`config.mk`:
```
export PLATFORM = sky130hd
export DESIGN_NAME = elf_reloc_patch_unit_core
export DESIGN_NICKNAME = d
export VERILOG_FILES = /design/src/elfrp_pkg.sv /design/src/elfrp_cfg.sv /design/src/elfrp_calc.sv /design/src/elfrp_seq.sv /design/src/elf_reloc_patch_unit_core.sv
export SDC_FILE = /design/constraint.sdc
export NUM_CORES = 2
export LEC_CHECK = 0
export BUFFER_PORTS_ARGS = -buffer_cell sky130_fd_sc_hd__buf_4
export CAP_MARGIN = 20
export CORE_AREA = 2 2 439 441
export CTS_CLUSTER_DIAMETER = 200
export DETAILED_ROUTE_END_ITERATION = 8
export DIE_AREA = 0 0 441 443
export SYNTH_ARGS = -nofsm -noshare
export SYNTH_HDL_FRONTEND = slang
export SYNTH_HIERARCHICAL = 1
export SYNTH_SLANG_ARGS = --single-unit
```
`constraint.sdc`:
```
create_clock -name clk -period 35.3 [get_ports clk]
set_input_delay 3.53 -clock clk [delete_from_list [all_inputs] [get_ports clk]]
set_output_delay 3.53 -clock clk [all_outputs]
set_load 0.02 [all_outputs]
```
`src/elfrp_pkg.sv`:
```
`timescale 1ns / 1ps
// ----------------------------------------------------------------------------
// elfrp_pkg
// Shared types and constants of the relocation patch unit: word layouts,
// relocation type codes, status and store width codes, patch constants.
// ----------------------------------------------------------------------------
package elfrp_pkg;

  // Relocation type codes, psABI numbering.
  localparam logic [7:0] R_NONE         = 8'd0;
  localparam logic [7:0] R_WDISP30      = 8'd7;
  localparam logic [7:0] R_WDISP22      = 8'd8;
  localparam logic [7:0] R_HI22         = 8'd9;
  localparam logic [7:0] R_LO10         = 8'd12;
  localparam logic [7:0] R_COPY         = 8'd19;
  localparam logic [7:0] R_GLOB_DAT     = 8'd20;
  localparam logic [7:0] R_JMP_SLOT     = 8'd21;
  localparam logic [7:0] R_RELATIVE     = 8'd22;
  localparam logic [7:0] R_64           = 8'd32;
  localparam logic [7:0] R_HH22         = 8'd34;
  localparam logic [7:0] R_HM10         = 8'd35;
  localparam logic [7:0] R_LM22         = 8'd36;
  localparam logic [7:0] R_WDISP19      = 8'd41;
  localparam logic [7:0] R_TLS_DTPMOD64 = 8'd75;
  localparam logic [7:0] R_TLS_DTPOFF64 = 8'd77;

  // Result status codes.
  localparam logic [1:0] ST_OK        = 2'd0;
  localparam logic [1:0] ST_UNHANDLED = 2'd1;
  localparam logic [1:0] ST_FAR       = 2'd2;
  localparam logic [1:0] ST_COPY      = 2'd3;

  // Store widths.
  localparam logic [1:0] WW_NONE = 2'd0;
  localparam logic [1:0] WW_32   = 2'd1;
  localparam logic [1:0] WW_64   = 2'd2;

  // Configuration register indexes, taken from paddr bit 3.
  localparam logic CFG_LOAD_BASE = 1'b0;
  localparam logic CFG_OWN_MOD   = 1'b1;
  localparam int unsigned CFG_ADDR_W = 4;

  // Jump slot instruction words, from highest address down.
  localparam logic [31:0] JMP_W0 = 32'h9e10_0001;
  localparam logic [31:0] JMP_W1 = 32'h4000_0000;
  localparam logic [31:0] JMP_W2 = 32'h8210_000f;
  localparam logic [31:0] JMP_W3 = 32'h0100_0000;

  // Largest forward call offset after biasing by 2^31.
  localparam logic [63:0] JMP_REACH_MAX = 64'h0000_0000_ffff_fffc;
  localparam logic [63:0] JMP_REACH_BIAS = 64'h0000_0000_7fff_fff8;

  typedef struct packed {
    logic [7:0]         func;
    logic [63:0]        place_offset;
    logic signed [63:0] addend;
    logic [63:0]        symbol_value;
    logic               symbol_module_valid;
    logic [31:0]        symbol_module_id;
    logic [31:0]        old_word;
    logic               last_entry;
  } in_item_t;

  typedef struct packed {
    logic [1:0]  status;
    logic [1:0]  write_width;
    logic [63:0] write_address;
    logic [63:0] write_data;
    logic        last;
    logic        table_end;
  } out_item_t;

  // What the sequencer needs to finish a jump slot after its first word.
  typedef struct packed {
    logic        go;
    logic [63:0] place;
    logic [31:0] jump_word;
    logic        table_end;
  } burst_t;

endpackage

```
`src/elfrp_cfg.sv`:
```
`timescale 1ns / 1ps
// ----------------------------------------------------------------------------
// elfrp_cfg
// APB register file: load base at 0x0, own thread-local module id at 0x8.
// ----------------------------------------------------------------------------
module elfrp_cfg (
  input  logic                           clk,
  input  logic                           rst_n,
  input  logic                           psel,
  input  logic                           penable,
  input  logic                           pwrite,
  input  logic [elfrp_pkg::CFG_ADDR_W-1:0] paddr,
  input  logic [63:0]                    pwdata,
  output logic [63:0]                    prdata,
  output logic                           pready,
  output logic [63:0]                    load_base,
  output logic [31:0]                    own_module_id
);
  import elfrp_pkg::*;

  logic [63:0] load_base_r, load_base_nxt;
  logic [31:0] own_mod_r, own_mod_nxt;
  logic        wr_en;

  assign pready = 1'b1;
  assign wr_en  = psel && penable && pwrite && pready;

  always_comb begin
    load_base_nxt = load_base_r;
    own_mod_nxt   = own_mod_r;
    if (wr_en) begin
      unique case (paddr[3])
        CFG_LOAD_BASE: load_base_nxt = pwdata;
        CFG_OWN_MOD:   own_mod_nxt   = pwdata[31:0];
        default: begin
          load_base_nxt = load_base_r;
        end
      endcase
    end
  end

  always_comb begin
    unique case (paddr[3])
      CFG_LOAD_BASE: prdata = load_base_r;
      CFG_OWN_MOD:   prdata = {32'b0, own_mod_r};
      default:       prdata = 64'b0;
    endcase
  end

  always_ff @(posedge clk) begin
    if (!rst_n) begin
      load_base_r <= 64'b0;
      own_mod_r   <= 32'b0;
    end else begin
      load_base_r <= load_base_nxt;
      own_mod_r   <= own_mod_nxt;
    end
  end

  assign load_base     = load_base_r;
  assign own_module_id = own_mod_r;

endmodule

```
`src/elfrp_calc.sv`:
```
`timescale 1ns / 1ps
// ----------------------------------------------------------------------------
// elfrp_calc
// Decodes one registered relocation entry into its first result word and,
// for an in-reach jump slot, the data the sequencer needs for the rest.
// ----------------------------------------------------------------------------
module elfrp_calc (
  input  elfrp_pkg::in_item_t  item,
  input  logic [63:0]          place,
  input  logic [63:0]          load_base,
  input  logic [31:0]          own_module_id,
  output elfrp_pkg::out_item_t first,
  output elfrp_pkg::burst_t    burst
);
  import elfrp_pkg::*;

  logic [63:0] a_u;
  logic [63:0] sa;
  logic [31:0] dpc;
  logic [31:0] got;
  logic [63:0] off;
  logic [63:0] reach;
  logic        far;
  logic [31:0] old;

  always_comb begin
    a_u   = item.addend;
    old   = item.old_word;
    sa    = item.symbol_value + a_u;
    dpc   = sa[31:0] - place[31:0];
    got   = load_base[31:0] + a_u[31:0] - place[31:0];
    off   = item.symbol_value - place - 64'd8;
    // The call offset fits when off + 2^31 lies in [0, 0xfffffffc].
    reach = item.symbol_value - place + JMP_REACH_BIAS;
    far   = reach > JMP_REACH_MAX;

    first.status        = ST_OK;
    first.write_width   = WW_NONE;
    first.write_address = place;
    first.write_data    = 64'b0;
    first.last          = 1'b1;
    first.table_end     = item.last_entry;

    burst.go        = 1'b0;
    burst.place     = place;
    burst.jump_word = JMP_W1 | {2'b0, off[31:2]};
    burst.table_end = item.last_entry;

    unique case (item.func) inside
      R_NONE: begin
        first.status = ST_OK;
      end
      R_WDISP30: begin
        first.write_width = WW_32;
        first.write_data  = {32'b0, old | {2'b0, dpc[31:2]}};
      end
      R_WDISP22: begin
        first.write_width = WW_32;
        first.write_data  = {32'b0, old | {10'b0, dpc[23:2]}};
      end
      R_WDISP19: begin
        first.write_width = WW_32;
        first.write_data  = {32'b0, old | {13'b0, dpc[20:2]}};
      end
      R_HI22: begin
        first.write_width = WW_32;
        first.write_data  = {32'b0, old | {10'b0, got[31:10]}};
      end
      R_LO10: begin
        first.write_width = WW_32;
        first.write_data  = {32'b0, old | {22'b0, got[9:0]}};
      end
      R_LM22: begin
        first.write_width = WW_32;
        first.write_data  = {32'b0, old | {10'b0, sa[31:10]}};
      end
      R_HH22: begin
        first.write_width = WW_32;
        first.write_data  = {32'b0, old | {10'b0, sa[63:42]}};
      end
      R_HM10: begin
        first.write_width = WW_32;
        first.write_data  = {32'b0, old | {22'b0, sa[41:32]}};
      end
      R_GLOB_DAT, R_64, R_TLS_DTPOFF64: begin
        first.write_width = WW_64;
        first.write_data  = sa;
      end
      R_RELATIVE: begin
        first.write_width = WW_64;
        first.write_data  = load_base + a_u;
      end
      R_TLS_DTPMOD64: begin
        first.write_width = WW_64;
        first.write_data  = item.symbol_module_valid ?
                            {32'b0, item.symbol_module_id} : {32'b0, own_module_id};
      end
      R_COPY: begin
        // Without a resolved symbol there is nothing to copy.
        if (item.symbol_module_valid) begin
          first.status     = ST_COPY;
          first.write_data = item.symbol_value;
        end
      end
      R_JMP_SLOT: begin
        if (far) begin
          first.status = ST_FAR;
        end else begin
          first.write_width   = WW_32;
          first.write_address = place + 64'd12;
          first.write_data    = {32'b0, JMP_W0};
          first.last          = 1'b0;
          first.table_end     = 1'b0;
          burst.go            = 1'b1;
        end
      end
      default: begin
        first.status = ST_UNHANDLED;
      end
    endcase
  end

endmodule

```
`src/elfrp_seq.sv`:
```
`timescale 1ns / 1ps
// ----------------------------------------------------------------------------
// elfrp_seq
// Result register and jump slot sequencer. Presents one word per cycle and
// walks the three remaining jump slot words down to the place itself.
// ----------------------------------------------------------------------------
module elfrp_seq (
  input  logic                 clk,
  input  logic                 rst_n,
  input  logic                 load,
  input  elfrp_pkg::out_item_t first,
  input  elfrp_pkg::burst_t    burst,
  output logic                 hold,
  output logic                 out_strobe,
  output elfrp_pkg::out_item_t out_data
);
  import elfrp_pkg::*;

  logic        vld_r, vld_nxt;
  out_item_t   data_r, data_nxt;
  logic [1:0]  rem_r, rem_nxt;
  logic [63:0] place_r, place_nxt;
  logic [31:0] jw_r, jw_nxt;
  logic        end_r, end_nxt;
  logic [1:0]  step;
  out_item_t   next_word;

  // Words still owed after the one on the output.
  assign hold = rem_r != 2'd0;
  assign step = rem_r - 2'd1;

  always_comb begin
    next_word.status        = ST_OK;
    next_word.write_width   = WW_32;
    next_word.write_address = place_r + {60'b0, step, 2'b00};
    next_word.last          = 1'b0;
    next_word.table_end     = 1'b0;
    case (rem_r)
      2'd3:    next_word.write_data = {32'b0, jw_r};
      2'd2:    next_word.write_data = {32'b0, JMP_W2};
      default: begin
        next_word.write_data = {32'b0, JMP_W3};
        next_word.last       = 1'b1;
        next_word.table_end  = end_r;
      end
    endcase
  end

  always_comb begin
    vld_nxt   = 1'b0;
    data_nxt  = data_r;
    rem_nxt   = rem_r;
    place_nxt = place_r;
    jw_nxt    = jw_r;
    end_nxt   = end_r;
    if (hold) begin
      vld_nxt  = 1'b1;
      data_nxt = next_word;
      rem_nxt  = step;
    end else if (load) begin
      vld_nxt   = 1'b1;
      data_nxt  = first;
      rem_nxt   = burst.go ? 2'd3 : 2'd0;
      place_nxt = burst.place;
      jw_nxt    = burst.jump_word;
      end_nxt   = burst.table_end;
    end
  end

  always_ff @(posedge clk) begin
    if (!rst_n) begin
      vld_r <= 1'b0;
      rem_r <= 2'd0;
    end else begin
      vld_r <= vld_nxt;
      rem_r <= rem_nxt;
    end
  end

  always_ff @(posedge clk) begin
    data_r  <= data_nxt;
    place_r <= place_nxt;
    jw_r    <= jw_nxt;
    end_r   <= end_nxt;
  end

  assign out_strobe = vld_r;
  assign out_data   = data_r;

endmodule

```
`src/elf_reloc_patch_unit_core.sv`:
```
`timescale 1ns / 1ps
// ----------------------------------------------------------------------------
// elf_reloc_patch_unit_core
// Applies SPARC ELF64 RELA relocations: one entry in, its patch words out.
// ----------------------------------------------------------------------------
// The entry is registered in the entry stage; the first result word is then
// registered in the sequencer's result register once it owes no more words.
// Throughput: one entry per cycle while the sequencer owes no words; an
// in-reach jump slot holds the output sequencer while it walks its remaining
// words, and busy is high while the next entry waits behind it.
// Results cannot be stalled; each word shows for one cycle with out_strobe.
// Reset (rst_n low, synchronous) empties both stages and clears the config registers.
module elf_reloc_patch_unit_core (
  input  logic                             clk,
  input  logic                             rst_n,
  input  logic                             start,
  output logic                             busy,
  input  elfrp_pkg::in_item_t              in_data,
  output logic                             out_strobe,
  output elfrp_pkg::out_item_t             out_data,
  input  logic                             psel,
  input  logic                             penable,
  input  logic                             pwrite,
  input  logic [elfrp_pkg::CFG_ADDR_W-1:0] paddr,
  input  logic [63:0]                      pwdata,
  output logic [63:0]                      prdata,
  output logic                             pready
);
  import elfrp_pkg::*;

  logic        a_vld_r, a_vld_nxt;
  in_item_t    a_item_r, a_item_nxt;
  logic [63:0] a_place_r, a_place_nxt;
  logic        accept;
  logic        a_adv;
  logic        seq_hold;
  logic [63:0] load_base;
  logic [31:0] own_module_id;
  out_item_t   first;
  burst_t      burst;

  elfrp_cfg u_cfg (
    .clk           (clk),
    .rst_n         (rst_n),
    .psel          (psel),
    .penable       (penable),
    .pwrite        (pwrite),
    .paddr         (paddr),
    .pwdata        (pwdata),
    .prdata        (prdata),
    .pready        (pready),
    .load_base     (load_base),
    .own_module_id (own_module_id)
  );

  // The entry stage moves on whenever the sequencer owes no more words.
  assign a_adv  = a_vld_r && !seq_hold;
  assign busy   = a_vld_r && seq_hold;
  assign accept = start && !busy;

  always_comb begin
    a_vld_nxt   = a_vld_r;
    a_item_nxt  = a_item_r;
    a_place_nxt = a_place_r;
    if (accept) begin
      a_vld_nxt   = 1'b1;
      a_item_nxt  = in_data;
      a_place_nxt = load_base + in_data.place_offset;
    end else if (a_adv) begin
      a_vld_nxt = 1'b0;
    end
  end

  always_ff @(posedge clk) begin
    if (!rst_n) begin
      a_vld_r <= 1'b0;
    end else begin
      a_vld_r <= a_vld_nxt;
    end
  end

  always_ff @(posedge clk) begin
    a_item_r  <= a_item_nxt;
    a_place_r <= a_place_nxt;
  end

  elfrp_calc u_calc (
    .item          (a_item_r),
    .place         (a_place_r),
    .load_base     (load_base),
    .own_module_id (own_module_id),
    .first         (first),
    .burst         (burst)
  );

  elfrp_seq u_seq (
    .clk        (clk),
    .rst_n      (rst_n),
    .load       (a_adv),
    .first      (first),
    .burst      (burst),
    .hold       (seq_hold),
    .out_strobe (out_strobe),
    .out_data   (out_data)
  );

endmodule

```
==> impl_metrics.json <==
{
  "pwr-share-seq_pct": 37.7,
  "firstDrtPassIters": 6,
  "die_h_um": 443,
  "clock_latency_ns": 0.71,
  "intPower_mw": 1.49,
  "swShare_pct": 37.5,
  "holdPathStages": 2,
  "preCtsSetupSlack_ns": 26.82,
  "drive_above_1_share_pct": 15.0,
  "rr_worst_depth": 21,
  "cp-start-kind": "flip-flop",
  "syn_to_final_growth_pct": 17.4,
  "drtIter0Drc": 4804,
  "critPathMaxStageDelay_ns": 0.80,
  "grt_usage_pct": 21.1,
  "cts_root_buffer": "clkbuf_16",
  "power.density_mw_per_mm2": 42.9,
  "cts_sinks": 597,
  "reg2reg_slack_ns": 26.61,
  "grt_max_degree": 85,
  "outcome": "completed",
  "tightest_slew_ns": 1.17,
  "fin_nets": 6222,
  "timing.final.ws_setup_ns": 26.61,
  "fin_crit_ns": 8.69,
  "cts_tree": "built",
  "hold_violations": 0,
  "worstPathCellList": "inv_1 -> ha_1 -> a21o_1 -> nor3_2 -> a211oi_1 -> o21ai_1 -> a211oi_2 -> o2111ai_1 -> nor4_1 -> nand2_1 -> nor2_1 -> a211o_1 -> nand4_1 -> nor4_1 -> o2111a_1 -> and4_1 -> nand3_2 -> nor4_1 -> xnor2_1 -> nand2_1 -> o21ai_0",
  "power.switching_mw": 0.894,
  "critical-path-slowest-cell": "and4_1",
  "cts_resized": 0,
  "crit_start": "a_place_r[4]",
  "drc_errors": 0,
  "critPathMostFrequentCell": "nor4_1",
  "synthCells": 5170,
  "required_ns": 35.65,
  "io_pins": 541,
  "dieArea_mm2": 0.195,
  "peakVddDrop_mv": 0.0375,
  "finalCritPeriodShare_pct": 24.6,
  "dpl.hpwl_um": 178000,
  "holdPathEnd": "u_cfg/own_module_id[4]",
  "syn_area_mm2": 0.0473,
  "clkTransAtPathRegs_ns": 0.07,
  "ys_warn_count": 6,
  "avgSynthCellArea_um2": 9.16,
  "routedWlPerCell_um": 26.4,
  "antenna_found_initial": 45,
  "slew_viol_final": 0,
  "clock_path_buffers": 3,
  "finClkSkew_ns": 0.0417,
  "rsz0062_at_grt": "false",
  "finalSetupViolations": 0,
  "ant_nets": 0,
  "crit_buf_inv": 1,
  "max_freq_ghz": 0.115,
  "r2r_end": "u_seq/out_data[88]",
  "cts_buffers": 66,
  "critPathTopFamily": "simple AND/OR/NAND/NOR gates",
  "row_count": 161,
  "worstHoldPathType": "reg -> reg",
  "critPathKind": "reg -> reg",
  "leakagePower_nw": 21.9,
  "die_w_um": 441,
  "end_kind": "flip-flop",
  "core_mm2": 0.191,
  "grt_first_pass_wirelength_um": 294000,
  "port_buffers": 536,
  "postCtsSetupRepairBufs": 0,
  "routed_wl_um": 214000,
  "pwr-share-comb_pct": 32.9,
  "slew_headroom_pct": 21.3,
  "hold_buffers": 0,
  "viasPerCell": 5.31,
  "clkPwrFrac_pct": 29.5,
  "start_util_pct": 24.8,
  "ctsHtreeMaxLevel": 3,
  "arrival_ns": 9.04,
  "r2r-start": "a_place_r[4]",
  "tns_ns": 0,
  "synth_fp_nets": 5867,
  "vias": 43107,
  "gp_congestion": 1.00,
  "critPathMaxFanout": 24,
  "maxCapViolCount": 0,
  "grt_pass1_vias": 40793,
  "overflow": 0,
  "hp-start": "u_cfg/own_module_id[4]"
}
## per-stage QoR
stage | hold slack, ns | total power [mW] | util, % | instance area (um^2) | std cells
3_5_place_dp | 0.505 | 1.67 | 27.9 | 53400 | 7983
3_3_place_gp | 0.497 | 1.66 | 27.9 | 53400 | 7982
5_1_grt | 0.540 | 2.48 | 29.1 | 55500 | 8107
6_report | 0.528 | 2.38 | 29.1 | 55600 | 8116
2_1_floorplan | 0.447 | 1.39 | - | 47300 | 5170
4_1_cts | 0.520 | 2.38 | 29.0 | 55500 | 8100
## how the worst max path moves through the flow
| stage | end | slack (ns) | cells past startpoint |
|---|---|---|---|
| after floorplan | a_item_r[0] | 19.40 | 1 |
| after global placement | prdata[21] | 26.82 | 3 |
| after detailed placement | prdata[21] | 26.82 | 3 |
| after CTS | prdata[21] | 26.81 | 3 |
| after global routing | u_seq/out_data[116] | 26.39 | 21 |
| final | u_seq/out_data[88] | 26.61 | 21 |
## worst reg2reg max path, delay by kind of cell, from the launching register on
family | cells | cell delay, ns
simple gates | 10 | 4.06
compound gates | 8 | 2.95
flops | 1 | 0.49
fa+ha+maj | 1 | 0.47
buf+inv | 1 | 0.22
xor+xnor | 1 | 0.16
## sequential cells by signal, indices dropped and copies added (netlist names)
register             cells
a_item_r               202
a_place_r               64
a_vld_r                  1
u_cfg/load_base         64
u_cfg/own_module_id     32
u_seq/end_r              1
u_seq/jw_r              32
u_seq/out_data         134
u_seq/out_strobe         1
u_seq/place_r           64
u_seq/rem_r              2
## cells in the final DEF (no fill, tap or decap), types with 21 or more instances in the layout
master	count
mux2i_1	117
and4_1	21
a21oi_1	402
a221oi_1	61
fa_1	36
xnor2_1	261
nor3_1	107
mux2_2	43
or3_1	50
nor2b_1	81
a211oi_1	42
ha_1	320
clkbuf_16	67
a211o_1	21
a31oi_1	49
o221ai_1	22
buf_4	575
and2_1	70
a22oi_1	28
edfxtp_1	493
a21o_1	138
o21bai_1	58
o21ai_0	276
nand2_1	517
o21a_1	53
nand2b_1	33
o211ai_1	42
dfxtp_1	104
or2_2	29
a22o_1	27
nor2_1	280
nor4_1	52
nand4_1	121
nand3_1	119
and3_1	39
o31ai_1	21
inv_1	287
xor2_1	137
## power by group through the flow
stage | Sequential [mW] | Combinational (mW) | Clock, mW
detailed placement | 0.910 | 0.760 | 0
floorplan | 0.874 | 0.513 | 0
CTS | 0.895 | 0.765 | 0.719
global route | 0.897 | 0.842 | 0.739
finish | 0.897 | 0.783 | 0.702
global placement | 0.910 | 0.752 | 0
## final cells by class
| type | count | area, um^2 |
|---|---|---|
| diodes | 16 | 40.0 |
| clock buffers | 75 | 1720 |
| clock inverters | 42 | 432 |
| well taps | 2526 | 3160 |
| fillers | 19971 | 136000 |
| multi-input cells | 3995 | 27900 |
| repair buffers | 576 | 4330 |
| flip-flops and latches | 597 | 16900 |
| inverters | 289 | 1080 |
## layer usage
metal  GRT usage, %  vias to the layer above  share of wire (%)
met2           33.3                     1900                 45
met3           3.35                      458                6.6
met4           14.8                       60                7.8
li1               -                    19912                  -
met1           26.1                    20777                 40
met5              0                        -               0.18
(Power assumes the default switching activity.)
